**config.mk**
```make
export PLATFORM = sky130hd
export DESIGN_NAME = load_cell_trimmed_mean_weigher
export DESIGN_NICKNAME = d
export VERILOG_FILES = /design/src/lctmw_pkg.sv /design/src/lctmw_window.sv /design/src/lctmw_sermul.sv /design/src/lctmw_serdiv.sv /design/src/lctmw_history.sv /design/src/load_cell_trimmed_mean_weigher.sv
export SDC_FILE = /design/constraint.sdc
export NUM_CORES = 2
export LEC_CHECK = 0
export CORE_MARGIN = 4
export CORE_UTILIZATION = 50
export CTS_CLUSTER_SIZE = 28
export DETAILED_ROUTE_END_ITERATION = 16
export DONT_BUFFER_PORTS = 1
export GPL_TIMING_DRIVEN = 0
export PLACE_DENSITY = 0.69
export RECOVER_POWER = 100
export SYNTH_ARGS = -nofsm -noshare
export SYNTH_HDL_FRONTEND = slang
export SYNTH_SLANG_ARGS = --single-unit
```
**constraint.sdc**
```tcl
create_clock -name clk -period 5.85 [get_ports clk]
set_input_delay 0.8775 -clock clk [delete_from_list [all_inputs] [get_ports clk]]
set_output_delay 0.8775 -clock clk [all_outputs]
set_load 0.02 [all_outputs]
```
**src/lctmw_pkg.sv**
```systemverilog
// ----------------------------------------------------------------------------
// lctmw_pkg
// Widths, reset values, register indexes, sequencer states and status types
// shared by the trimmed-mean weigher.
// ----------------------------------------------------------------------------
package lctmw_pkg;

  localparam int CNT_W  = 24;
  localparam int WT_W   = 17;
  localparam int REF_W  = 16;
  localparam int DIFF_W = CNT_W + 1;
  localparam int PROD_W = DIFF_W + REF_W;
  localparam int ITER_W = $clog2(PROD_W + 1);
  localparam int ADDR_W = 4;
  localparam int DATA_W = 32;

  localparam logic [WT_W-1:0] WEIGHT_MAX  = 17'd99999;
  localparam logic [WT_W-1:0] STABLE_SPAN = 17'd4;

  localparam logic signed [CNT_W-1:0] ZERO_LEVEL_RST = 24'sd478191;
  localparam logic signed [CNT_W-1:0] LEVEL_ONE_RST  = 24'sd568495;
  localparam logic signed [CNT_W-1:0] LEVEL_TWO_RST  = 24'sd659005;
  localparam logic [REF_W-1:0]        REF_WEIGHT_RST = 16'd1000;

  typedef enum logic [1:0] {
    REG_ZERO_LEVEL,
    REG_LEVEL_ONE,
    REG_LEVEL_TWO,
    REG_REF_WEIGHT
  } reg_idx_t;

  typedef enum logic [3:0] {
    ST_IDLE,
    ST_SCAN,
    ST_TRIM,
    ST_DIV1_GO,
    ST_DIV1,
    ST_PREP,
    ST_MUL_GO,
    ST_MUL,
    ST_DIV2_GO,
    ST_DIV2,
    ST_DONE
  } state_t;

  typedef struct packed {
    logic stable;
    logic newly_stable;
  } hist_stat_t;

endpackage

```
**src/lctmw_window.sv**
```systemverilog
// ----------------------------------------------------------------------------
// lctmw_window
// Sample window shift line. After a push it rotates once through all entries,
// one per cycle, accumulating the sum, the signed maximum and the minimum.
// ----------------------------------------------------------------------------
module lctmw_window #(
  parameter int WINDOW = 8,
  parameter int SUM_W  = 28
) (
  input  logic                                 clk,
  input  logic                                 rst,
  input  logic                                 push,
  input  logic signed [lctmw_pkg::CNT_W-1:0]   sample,
  output logic                                 done,
  output logic signed [SUM_W-1:0]              sum,
  output logic signed [lctmw_pkg::CNT_W-1:0]   hi,
  output logic signed [lctmw_pkg::CNT_W-1:0]   lo
);
  import lctmw_pkg::*;

  localparam int IDX_W = $clog2(WINDOW);

  logic signed [CNT_W-1:0] win [WINDOW];
  logic signed [CNT_W-1:0] tail;
  logic                    busy;
  logic [IDX_W-1:0]        cnt;

  assign tail = win[WINDOW-1];

  always_ff @(posedge clk) begin
    if (rst) begin
      for (int i = 0; i < WINDOW; i++) begin
        win[i] <= '0;
      end
      busy <= 1'b0;
      cnt  <= '0;
      done <= 1'b0;
    end else begin
      done <= 1'b0;
      if (push) begin
        win[0] <= sample;
        for (int i = 1; i < WINDOW; i++) begin
          win[i] <= win[i-1];
        end
        busy <= 1'b1;
        cnt  <= '0;
        sum  <= '0;
        hi   <= sample;
        lo   <= sample;
      end else if (busy) begin
        win[0] <= tail;
        for (int i = 1; i < WINDOW; i++) begin
          win[i] <= win[i-1];
        end
        sum <= sum + SUM_W'(tail);
        if (tail > hi) begin
          hi <= tail;
        end
        if (tail < lo) begin
          lo <= tail;
        end
        cnt <= cnt + 1'b1;
        if (cnt == IDX_W'(WINDOW - 1)) begin
          busy <= 1'b0;
          done <= 1'b1;
        end
      end
    end
  end

endmodule

```
**src/lctmw_sermul.sv**
```systemverilog
// ----------------------------------------------------------------------------
// lctmw_sermul
// Bit-serial unsigned shift-add multiplier: one multiplier bit per cycle.
// ----------------------------------------------------------------------------
module lctmw_sermul (
  input  logic                                clk,
  input  logic                                rst,
  input  logic                                start,
  input  logic [lctmw_pkg::DIFF_W-1:0]        a,
  input  logic [lctmw_pkg::REF_W-1:0]         b,
  output logic                                busy,
  output logic                                done,
  output logic [lctmw_pkg::PROD_W-1:0]        prod
);
  import lctmw_pkg::*;

  localparam int BIT_W = $clog2(REF_W + 1);

  logic [PROD_W:0]   acc;
  logic [DIFF_W:0]   part;
  logic [BIT_W-1:0]  left;

  assign part = acc[PROD_W:REF_W] + (acc[0] ? {1'b0, a} : '0);
  assign prod = acc[PROD_W-1:0];

  always_ff @(posedge clk) begin
    if (rst) begin
      busy <= 1'b0;
      done <= 1'b0;
      left <= '0;
    end else begin
      done <= 1'b0;
      if (start) begin
        acc  <= {{(DIFF_W + 1){1'b0}}, b};
        left <= BIT_W'(REF_W);
        busy <= 1'b1;
      end else if (busy) begin
        acc  <= {1'b0, part, acc[REF_W-1:1]};
        left <= left - 1'b1;
        if (left == BIT_W'(1)) begin
          busy <= 1'b0;
          done <= 1'b1;
        end
      end
    end
  end

endmodule

```
**src/lctmw_serdiv.sv**
```systemverilog
// ----------------------------------------------------------------------------
// lctmw_serdiv
// Bit-serial restoring divider on magnitudes, one quotient bit per cycle.
// The numerator is left-aligned; after iters steps the quotient sits in the
// low iters bits.
// ----------------------------------------------------------------------------
module lctmw_serdiv (
  input  logic                              clk,
  input  logic                              rst,
  input  logic                              start,
  input  logic [lctmw_pkg::PROD_W-1:0]      num,
  input  logic [lctmw_pkg::DIFF_W-1:0]      den,
  input  logic [lctmw_pkg::ITER_W-1:0]      iters,
  output logic                              busy,
  output logic                              done,
  output logic [lctmw_pkg::PROD_W-1:0]      quo
);
  import lctmw_pkg::*;

  logic [DIFF_W-1:0] rem;
  logic [DIFF_W:0]   shifted;
  logic [DIFF_W+1:0] trial;
  logic [ITER_W-1:0] left;

  assign shifted = {rem, quo[PROD_W-1]};
  assign trial   = {1'b0, shifted} - {2'b00, den};

  always_ff @(posedge clk) begin
    if (rst) begin
      busy <= 1'b0;
      done <= 1'b0;
      left <= '0;
    end else begin
      done <= 1'b0;
      if (start) begin
        quo  <= num;
        rem  <= '0;
        left <= iters;
        busy <= 1'b1;
      end else if (busy) begin
        if (trial[DIFF_W+1]) begin
          rem <= shifted[DIFF_W-1:0];
          quo <= {quo[PROD_W-2:0], 1'b0};
        end else begin
          rem <= trial[DIFF_W-1:0];
          quo <= {quo[PROD_W-2:0], 1'b1};
        end
        left <= left - 1'b1;
        if (left == ITER_W'(1)) begin
          busy <= 1'b0;
          done <= 1'b1;
        end
      end
    end
  end

endmodule

```
**src/lctmw_history.sv**
```systemverilog
// ----------------------------------------------------------------------------
// lctmw_history
// Weight history shift line and stability detector.
// ----------------------------------------------------------------------------
module lctmw_history #(
  parameter int HISTORY = 8
) (
  input  logic                              clk,
  input  logic                              rst,
  input  logic                              push,
  input  logic [lctmw_pkg::WT_W-1:0]        weight,
  output lctmw_pkg::hist_stat_t             stat
);
  import lctmw_pkg::*;

  logic [WT_W-1:0] hist [HISTORY];
  logic [WT_W-1:0] oldest;
  logic [WT_W:0]   upper;
  logic            was_stable;

  // entry that becomes the oldest once the new weight is pushed
  assign oldest = hist[HISTORY-2];
  assign upper  = {1'b0, oldest} + {1'b0, STABLE_SPAN};

  assign stat.stable       = (weight >= oldest) && ({1'b0, weight} <= upper);
  assign stat.newly_stable = stat.stable && !was_stable;

  always_ff @(posedge clk) begin
    if (rst) begin
      for (int i = 0; i < HISTORY; i++) begin
        hist[i] <= '0;
      end
      was_stable <= 1'b0;
    end else if (push) begin
      hist[0] <= weight;
      for (int i = 1; i < HISTORY; i++) begin
        hist[i] <= hist[i-1];
      end
      was_stable <= stat.stable;
    end
  end

endmodule

```
**src/load_cell_trimmed_mean_weigher.sv**
```systemverilog
// ----------------------------------------------------------------------------
// load_cell_trimmed_mean_weigher
// Trimmed-mean filter, two-point scale calibration and stability detector.
//
// Input channel (in_valid/in_ready, raw_count) takes one converter count per
// item; the output channel (out_valid/out_ready) returns one result per item:
// filtered_count, weight, stable and newly_stable. Calibration registers sit
// on the APB port: 0x0 zero_level, 0x4 level_one, 0x8 level_two,
// 0xC reference_weight; write them only while no item is in flight.
// One item is processed at a time: a window scan of one entry per cycle, two
// bit-serial divisions (trimmed sum, then weight) and a bit-serial multiply.
// The result waits in an output register; the next item is accepted while it
// waits, but its own result is held back until the previous one is taken.
// Reset clears the window, the history and the stability flag to zero and
// loads the calibration defaults.
// ----------------------------------------------------------------------------
module load_cell_trimmed_mean_weigher #(
  parameter int WINDOW  = 8,
  parameter int HISTORY = 8
) (
  input  logic                                 clk,
  input  logic                                 rst,
  input  logic                                 in_valid,
  output logic                                 in_ready,
  input  logic signed [lctmw_pkg::CNT_W-1:0]   raw_count,
  output logic                                 out_valid,
  input  logic                                 out_ready,
  output logic signed [lctmw_pkg::CNT_W-1:0]   filtered_count,
  output logic [lctmw_pkg::WT_W-1:0]           weight,
  output logic                                 stable,
  output logic                                 newly_stable,
  input  logic                                 psel,
  input  logic                                 penable,
  input  logic                                 pwrite,
  input  logic [lctmw_pkg::ADDR_W-1:0]         paddr,
  input  logic [lctmw_pkg::DATA_W-1:0]         pwdata,
  output logic [lctmw_pkg::DATA_W-1:0]         prdata,
  output logic                                 pready
);
  import lctmw_pkg::*;

  localparam int SUM_W = CNT_W + $clog2(WINDOW) + 1;

  state_t state, state_next;

  logic signed [CNT_W-1:0]  zero_level;
  logic signed [CNT_W-1:0]  level_one;
  logic signed [CNT_W-1:0]  level_two;
  logic [REF_W-1:0]         reference_weight;

  logic signed [SUM_W-1:0]  trim;
  logic signed [CNT_W-1:0]  filt;
  logic signed [DIFF_W-1:0] diff;
  logic signed [DIFF_W-1:0] span;
  logic [WT_W-1:0]          wt;

  logic [SUM_W-1:0]         trim_mag;
  logic [DIFF_W-1:0]        diff_mag;
  logic [DIFF_W-1:0]        span_mag;
  logic                     over;

  logic                     win_push;
  logic                     win_done;
  logic signed [SUM_W-1:0]  win_sum;
  logic signed [CNT_W-1:0]  win_hi;
  logic signed [CNT_W-1:0]  win_lo;

  logic                     mul_start;
  logic                     mul_busy;
  logic                     mul_done;
  logic [PROD_W-1:0]        prod;

  logic                     div_start;
  logic                     div_busy;
  logic                     div_done;
  logic [PROD_W-1:0]        div_num;
  logic [DIFF_W-1:0]        div_den;
  logic [ITER_W-1:0]        div_iters;
  logic [PROD_W-1:0]        quo;

  logic                     hist_push;
  hist_stat_t               hist_stat;

  logic                     cfg_wr;

  // configuration port
  assign pready = 1'b1;
  assign cfg_wr = psel && penable && pwrite;

  always_ff @(posedge clk) begin
    if (rst) begin
      zero_level       <= ZERO_LEVEL_RST;
      level_one        <= LEVEL_ONE_RST;
      level_two        <= LEVEL_TWO_RST;
      reference_weight <= REF_WEIGHT_RST;
    end else if (cfg_wr) begin
      case (reg_idx_t'(paddr[3:2]))
        REG_ZERO_LEVEL: zero_level       <= $signed(pwdata[CNT_W-1:0]);
        REG_LEVEL_ONE:  level_one        <= $signed(pwdata[CNT_W-1:0]);
        REG_LEVEL_TWO:  level_two        <= $signed(pwdata[CNT_W-1:0]);
        REG_REF_WEIGHT: reference_weight <= pwdata[REF_W-1:0];
        default: ;
      endcase
    end
  end

  always_comb begin
    case (reg_idx_t'(paddr[3:2]))
      REG_ZERO_LEVEL: prdata = {{(DATA_W - CNT_W){1'b0}}, zero_level};
      REG_LEVEL_ONE:  prdata = {{(DATA_W - CNT_W){1'b0}}, level_one};
      REG_LEVEL_TWO:  prdata = {{(DATA_W - CNT_W){1'b0}}, level_two};
      REG_REF_WEIGHT: prdata = {{(DATA_W - REF_W){1'b0}}, reference_weight};
      default:        prdata = '0;
    endcase
  end

  // units
  lctmw_window #(
    .WINDOW (WINDOW),
    .SUM_W  (SUM_W)
  ) u_window (
    .clk    (clk),
    .rst    (rst),
    .push   (win_push),
    .sample (raw_count),
    .done   (win_done),
    .sum    (win_sum),
    .hi     (win_hi),
    .lo     (win_lo)
  );

  lctmw_sermul u_mul (
    .clk   (clk),
    .rst   (rst),
    .start (mul_start),
    .a     (diff_mag),
    .b     (reference_weight),
    .busy  (mul_busy),
    .done  (mul_done),
    .prod  (prod)
  );

  lctmw_serdiv u_div (
    .clk   (clk),
    .rst   (rst),
    .start (div_start),
    .num   (div_num),
    .den   (div_den),
    .iters (div_iters),
    .busy  (div_busy),
    .done  (div_done),
    .quo   (quo)
  );

  lctmw_history #(
    .HISTORY (HISTORY)
  ) u_history (
    .clk    (clk),
    .rst    (rst),
    .push   (hist_push),
    .weight (wt),
    .stat   (hist_stat)
  );

  // operand selection
  assign trim_mag = trim[SUM_W-1] ? SUM_W'(-trim) : SUM_W'(trim);
  assign diff_mag = diff[DIFF_W-1] ? DIFF_W'(-diff) : DIFF_W'(diff);
  assign span_mag = span[DIFF_W-1] ? DIFF_W'(-span) : DIFF_W'(span);
  assign over     = (|quo[PROD_W-1:WT_W]) || (quo[WT_W-1:0] > WEIGHT_MAX);

  always_comb begin
    if (state inside {ST_DIV1_GO, ST_DIV1}) begin
      div_num   = {trim_mag, {(PROD_W - SUM_W){1'b0}}};
      div_den   = DIFF_W'(WINDOW - 2);
      div_iters = ITER_W'(SUM_W);
    end else begin
      div_num   = prod;
      div_den   = span_mag;
      div_iters = ITER_W'(PROD_W);
    end
  end

  // sequencer
  always_ff @(posedge clk) begin
    if (rst) begin
      state <= ST_IDLE;
    end else begin
      state <= state_next;
    end
  end

  always_comb begin
    state_next = state;
    case (state)
      ST_IDLE:    if (in_valid) state_next = ST_SCAN;
      ST_SCAN:    if (win_done) state_next = ST_TRIM;
      ST_TRIM:    state_next = ST_DIV1_GO;
      ST_DIV1_GO: state_next = ST_DIV1;
      ST_DIV1:    if (div_done) state_next = ST_PREP;
      ST_PREP:    state_next = ST_MUL_GO;
      ST_MUL_GO:  state_next = ST_MUL;
      ST_MUL:     if (mul_done) state_next = ST_DIV2_GO;
      ST_DIV2_GO: state_next = ST_DIV2;
      ST_DIV2:    if (div_done) state_next = ST_DONE;
      ST_DONE:    if (!out_valid || out_ready) state_next = ST_IDLE;
      default:    state_next = ST_IDLE;
    endcase
  end

  always_comb begin
    in_ready  = (state == ST_IDLE);
    mul_start = (state == ST_MUL_GO);
    div_start = (state == ST_DIV1_GO) || (state == ST_DIV2_GO);
    hist_push = (state == ST_DONE) && (!out_valid || out_ready);
  end

  assign win_push = in_valid && in_ready;

  // datapath registers
  always_ff @(posedge clk) begin
    if (state == ST_TRIM) begin
      trim <= win_sum - SUM_W'(win_hi) - SUM_W'(win_lo);
    end
    if (state == ST_DIV1 && div_done) begin
      filt <= trim[SUM_W-1] ? -$signed(quo[CNT_W-1:0]) : $signed(quo[CNT_W-1:0]);
    end
    if (state == ST_PREP) begin
      diff <= DIFF_W'(filt) - DIFF_W'(zero_level);
      span <= DIFF_W'(level_two) - DIFF_W'(level_one);
    end
    if (state == ST_DIV2 && div_done) begin
      if (span == '0 || (diff[DIFF_W-1] ^ span[DIFF_W-1]) || over) begin
        wt <= '0;
      end else begin
        wt <= quo[WT_W-1:0];
      end
    end
  end

  // output register
  always_ff @(posedge clk) begin
    if (rst) begin
      out_valid <= 1'b0;
    end else if (hist_push) begin
      out_valid <= 1'b1;
    end else if (out_ready) begin
      out_valid <= 1'b0;
    end
  end

  always_ff @(posedge clk) begin
    if (hist_push) begin
      filtered_count <= filt;
      weight         <= wt;
      stable         <= hist_stat.stable;
      newly_stable   <= hist_stat.newly_stable;
    end
  end

  a_weight_range: assert property (@(posedge clk) disable iff (rst)
    out_valid |-> weight <= WEIGHT_MAX)
    else $error("weight above range");

  a_newly_implies_stable: assert property (@(posedge clk) disable iff (rst)
    out_valid |-> (!newly_stable || stable))
    else $error("newly_stable without stable");

  a_units_quiet_idle: assert property (@(posedge clk) disable iff (rst)
    state == ST_IDLE |-> (!div_busy && !mul_busy && !win_done))
    else $error("arithmetic unit active while idle");

  a_scan_done_place: assert property (@(posedge clk) disable iff (rst)
    win_done |-> state == ST_SCAN)
    else $error("window scan finished outside scan state");

  a_push_frees_output: assert property (@(posedge clk) disable iff (rst)
    hist_push |=> out_valid && $past(state) == ST_DONE)
    else $error("result loaded without output");

endmodule

```
; ---- Word level (Yosys, flattened, before mapping)
; Memory sizes are Yosys's and may differ from the RTL's.
; Cells that the tools add are included.
[op_classes]
n_addsub = 15
magnitude_cmp = 5
n_eq_ne = 22
muxes = 84
bitwise = 29
n_reduce_logical = 41
[ops]
columns = op, count
row1 = 24-bit 2-to-1 mux, 23
row2 = 41-bit 2-to-1 mux, 4
row3 = 25-bit 2-to-1 mux, 6
row4 = 17-bit 2-to-1 mux, 8
row5 = 32-bit case mux with 4 select lines, 1
row6 = 28-bit 2-to-1 mux, 2
row7 = 28-bit by 24-bit subtractor with 28-bit output, 2
row8 = 25-bit negation, 2
row9 = 24-bit by 24-bit subtractor with 25-bit output, 2
row10 = 4-bit case mux with 11 select lines, 1
row11 = 28-bit by 24-bit adder with 28-bit output, 1
row12 = 28-bit negation, 1
row13 = 1-bit 2-to-1 mux, 27
row14 = 26-bit by 25-bit subtractor with 27-bit output, 1
row15 = 25-bit by 26-bit adder with 26-bit output, 1
row16 = 25-bit zero test, 1
row17 = 24-bit > comparator, 1
row18 = 24-bit less-than comparator, 1
row19 = 4-bit 2-to-1 mux, 6
row20 = 24-bit negation, 1
row21 = 1-bit OR, 24
row22 = 24-bit OR reduction, 1
row23 = "17-bit by 3-bit adder with 18-bit output, second input constant", 1
row24 = 17-bit by 18-bit <= comparator with 1-bit output, 1
row25 = other kinds (32), 77
[totals]
ff_bits = 459
ram_bits = 328
inputBits = 67
output_inout_bits = 78
mem_count = 2
[mem_list]
columns = memory, words, word_bits, rd, rd_clocked_by_memory_dff, write_ports, line_no
row1 = u_window.win, 8, 24, 8, 0, 8, lctmw_window.sv:23  ; logic signed [CNT_W-1:0] win [WINDOW];
row2 = u_history.hist, 8, 17, 7, 0, 8, lctmw_history.sv:16  ; logic [WT_W-1:0] hist [HISTORY];

; ---- Depth between registers and ports, before layout
[depth]
word_depth = 7
mapped_depth = 20

; ---- Modules after synthesis
; A second synthesis with hierarchy kept.
[hier_totals]
hier_cells = 3969
area_unflattened_um2 = 42862.4
[modules_own_cells]
columns = module, n_inst, cells_per_inst, area_each_um2
row1 = load_cell_trimmed_mean_weigher, 1, 1750, 16334.4
row2 = lctmw_window, 1, 1035, 12812.3
row3 = lctmw_history, 1, 392, 5471.5
row4 = lctmw_serdiv, 1, 430, 4747.1
row5 = lctmw_sermul, 1, 362, 3497.1

; ---- Worst setup path before layout
; OpenSTA, ideal clock, no wires.
[synth_path]
path_kind = register to register
from = reg state[3]
to = reg u_div.quo[0] in the netlist's numbering (enable)
setup_ns = 0.512
arrival_time_ns = 4.692
t_required_ns = 5.338
path_slack_ns = 0.646
stages_incl_launch_ff = 8
n_path_buf = 3
synth_period_minus_slack_ns = 5.204
cell_sequence = dfxtp_1 -> clkbuf_1 -> nor2b_1 -> and2_1 -> clkbuf_1 -> nor2_1 -> clkbuf_1 -> a21oi_1
[synth_via]
elab_chain_cells = 4
[synth_lines]
columns = item, line_no
row1 = from (decl), load_cell_trimmed_mean_weigher.sv:44  ; state_t state, state_next;
row2 = from (signal assigned), load_cell_trimmed_mean_weigher.sv:188  ; state <= state_next;
row3 = 4-bit by 2-bit == test with 1-bit output / 4-bit == test (equally long branches), load_cell_trimmed_mean_weigher.sv:213  ; div_start = (state == ST_DIV1_GO) || (state == ST_DIV2_GO);
row4 = 1-bit logical OR *, load_cell_trimmed_mean_weigher.sv:213
row5 = 2-bit nonzero test (no source line) *, -
row6 = 2-bit AND reduction (no source line) *, -
row7 = to (signal assigned), lctmw_serdiv.sv:36  ; quo <= num;
row8 = to (signal assigned), lctmw_serdiv.sv:43  ; quo <= {quo[PROD_W-2:0], 1'b0};
row9 = to (signal assigned), lctmw_serdiv.sv:46  ; quo <= {quo[PROD_W-2:0], 1'b1};
row10 = to (decl), lctmw_serdiv.sv:16  ; output logic [lctmw_pkg::PROD_W-1:0] quo
; Mark *: on every way between the ends. The rest lies on a longest branch, timed or not.
; A chain may end at the register's enable or synchronous reset.

==> out/results.tsv <==
stage	metric	value	unit
placement	routabilityCongestion	0.936	
power_and_ir_drop	power_density	437	nW/um^2
cts	cts_setup_buffers	0	
sta	fmax	0.184	GHz
setup_path	cp.required	6090	ps
cts	root_buffer	clkbuf_16	
cts	numCtsBuffers	82	
yosys	muxShareOfSynthArea	1.66	%
min_path	hold_end	level_two[9]$_SDFFE_PP1P_	
yosys	yosysWarnings	0	
final_layout	area_growth	10.2	%
yosys	synth-edff-count	656	
placement	place.port_buffers	0	
cts	cts_tree	done	
detailed_routing	vias	28191	
die	fp.dieW	294	um
power_and_ir_drop	clkPwrFrac	27.0	%
die	die_y	294	um
min_path	worstHoldStart	pwdata[9]	
sta	rsz0062_at_grt	no	
detailed_routing	ant_nets	0	
final_layout	final_cell_mix	edfxtp_1 (656), nand2_1 (465), ha_1 (246)	
sta	report.final.slew_viol_count	361	
cts	clock_latency	650	ps
sta	min_period_over_period	93.0	%
power_and_ir_drop	power.switching	6.66	mW
yosys	yosys_most_used_dff	edfxtp_1	
setup_path	end_kind	register	
setup_path	reg2reg_from	state[0]$_SDFFE_PP0P_	
setup_path	r2r_cells	19	
power_and_ir_drop	pwr-share-seq	40.5	%
global_route	busiest_layer	met2	
yosys	synth-simple-area-share	15.9	%
yosys	syn_area	40900	sq um
final_layout	regArea	22000	sq um
yosys	synth_top_family_by_area	simple AND/OR/NAND/NOR gates	
yosys	synth_cell_types	76	
placement	preCtsSetupSlack	382	ps
yosys	ys_async_sr_fraction	0	%
setup_path	ff2ff_setup_slack	450	ps
die	num_rows	104	
yosys	avgSynthCellArea	11.0	sq um
min_path	hold_class	in2reg	
global_route	grt_pass1_vias	27456	
sta	fin_ws	407	ps
final_layout	final_core_util	55.8	%
setup_path	critical_path.max_fanout	66	
power_and_ir_drop	ir_drop	0.360	mV
die	io_pins	145	
yosys	synthCells	3713	
min_path	whs_path_depth	2	
placement	dpl.hpwl	76.0	mm
yosys	yosysSeqAreaShare	53.7	%
cts	cts_sinks	770	
global_route	use_met3	3.66	%
cts	post_cts_resized	0	
final_layout	final_common_cell	edfxtp_1	
detailed_routing	route.detailed.drc	0	
final_layout	multi_input_area	17600	sq um
die	start_util	50.6	%
die	dieArea	86400	sq um
detailed_routing	first_pass_iters	5	
global_route	antenna_found_initial	1	
final_layout	nFillCells	6861	
cts	cts_max_path_buffers	3	
setup_path	worst_setup_path_start_kind	input port	
yosys	synth-seq-cells	770	
detailed_routing	drt_iter0_markers	2358	
power_and_ir_drop	leakage	17.3	nW
sta	period_minus_slack	5440	ps
yosys	synthAdderAreaFrac	9.09	%
sta	tightestPinTransition	2950	ps
setup_path	r2r_end	u_div.rem[19]$_SDFFCE_PN0P_	
die	core	80800	sq um
power_and_ir_drop	p_total	19.7	mW
yosys	synth_compound_area_share	11.3	%
global_route	grt.total_usage	23.4	%
run_status	status	finished with violations	
power_and_ir_drop	p_int	13.0	mW
setup_path	crit_type	in2reg	
cts	cts_hold_buffers	0	
final_layout	drive_gt1_share	4.66	%
global_route	gr-total-overflow	0	
detailed_routing	wl	102	mm
sta	finalHoldViolCount	0	
final_layout	final_nets	4163	
global_route	grt_pass1_wl	158	mm
power_and_ir_drop	switching_share	33.8	%
global_route	grt_start_max_net_pins	67	
sta	relSlewSlack	-96.7	%
global_route	met2_usage	39.8	%
cts	clk_pin_slew	70	ps
cts	htreeDepth	3	
global_route	grt_use_met1	31.2	%
sta	report.final.setup_viol	0	
yosys	synth_xor_area_share	5.05	%
flow_run	cap_violations	12	
sta	final.setup_skew	38.6	ps
final_layout	diodes	0	
detailed_routing	viasPerCell	5.70	
power_and_ir_drop	power_frac_comb	32.5	%
setup_path	arrival	5680	ps
run_status	violations	capacitance limit, slew limit	
detailed_routing	post_drt_wl_per_cell	20.6	um
[synthesized netlist by cell type, types with 7 or more instances]
master / instances / area share (%)
nor3_1: 52 / 0.64
nor2b_1: 98 / 1.5
o21bai_1: 12 / 0.22
and2_1: 269 / 4.1
fa_1: 32 / 1.6
o41ai_1: 13 / 0.28
nand2_1: 465 / 4.3
o21ai_1: 8 / 0.098
xnor2_1: 164 / 3.5
a22o_1: 10 / 0.21
xor2_1: 72 / 1.5
or2_2: 8 / 0.12
and3_1: 23 / 0.35
a22oi_1: 26 / 0.48
a31oi_1: 22 / 0.34
nand3_1: 70 / 0.86
mux4_2: 16 / 0.88
a21boi_0: 10 / 0.18
ha_1: 246 / 7.5
nor4_1: 20 / 0.31
a21oi_1: 243 / 3.0
or4_1: 9 / 0.17
o21ai_0: 135 / 1.7
o31ai_1: 31 / 0.57
o211ai_1: 33 / 0.61
or3_1: 26 / 0.40
buf_4: 9 / 0.17
clkbuf_1: 141 / 1.3
nand4_1: 29 / 0.44
nand2b_1: 33 / 0.50
a21o_1: 80 / 1.5
a211oi_1: 25 / 0.46
dfxtp_1: 114 / 5.6
mux2i_1: 32 / 0.78
o21a_1: 30 / 0.55
o22ai_1: 7 / 0.11
inv_1: 177 / 1.6
edfxtp_1: 656 / 48
nor2_1: 175 / 1.6
[logic make-up after synthesis]
| kind of cell | after synthesis |
|---|---|
| compound gates | 735 |
| xor+xnor | 236 |
| fa+ha+maj | 278 |
| buf+inv | 338 |
| flops | 770 |
| mux | 48 |
| other cells | 2 |
| simple gates | 1306 |
[power groups by stage]
stage | Clock (mW) | Combinational (mW) | Sequential [mW]
final | 5.32 | 6.39 | 7.97
after global routing | 5.63 | 7.21 | 8.05
after CTS | 5.39 | 6.49 | 7.93
after detailed placement | 0 | 6.43 | 8.03
after global placement | 0 | 6.23 | 8.09
after floorplan | 0 | 4.85 | 7.85
[worst max-delay path, cell delays in order]
cell,delay (ps)
clkbuf_1,610
clkinv_1,650
clkbuf_1,500
nand2_1,1680
buf_2,1300
[final cells by class]
type                            instances  share of cell area (%)
Buffer                                160                    1.42
Clock buffer                          107                    4.94
Clock inverter                         46                    1.14
Inverter                              178                    1.48
Multi-Input combinational cell       2612                    39.2
Sequential cell                       770                    48.8
Tap cell                             1060                    2.94
Timing Repair Buffer                   14                   0.122
[per-layer routing]
| layer | vias to the layer above | part of all wire (%) |
|---|---|---|
| met2 | 903 | 48 |
| met5 | - | 0.020 |
| met1 | 13622 | 43 |
| li1 | 13494 | - |
| met4 | 2 | 3.0 |
| met3 | 170 | 6.5 |
[stage by stage]
step	setup TNS (ps)	cells	cell area, sq um	hold slack (ps)
6_report	0	4947	45100	359
5_1_grt	0	4947	45100	345
4_1_cts	0	4947	45300	331
3_5_place_dp	0	4794	42600	450
3_3_place_gp	-248690	4780	42300	448
2_1_floorplan	0	3720	40900	426
[worst max path at each step]
stage	to	depth (start not counted)	from
2_1_floorplan	u_div.quo[0]$_DFFE_PP_	7	state[3]$_SDFFE_PP0P_
3_3_place_gp	u_div.rem[20]$_SDFFCE_PN0P_	4	rst
3_5_place_dp	u_div.rem[19]$_SDFFCE_PN0P_	20	state[0]$_SDFFE_PP0P_
4_1_cts	u_div.rem[19]$_SDFFCE_PN0P_	20	state[0]$_SDFFE_PP0P_
5_1_grt	u_div.rem[22]$_SDFFCE_PN0P_	20	state[0]$_SDFFE_PP0P_
6_report	u_history.hist[0][7]$_SDFFCE_PN0P_	5	rst
[sequential cells by signal, summed over array words and instances (netlist names), 25 cells and up]
register	flops
u_window.win	192
u_history.hist	119
u_div.quo	41
u_mul.acc	41
trim	28
u_window.sum	28
diff	25
span	25
u_div.rem	25
No activity file was read; power rests on OpenSTA's default activity.
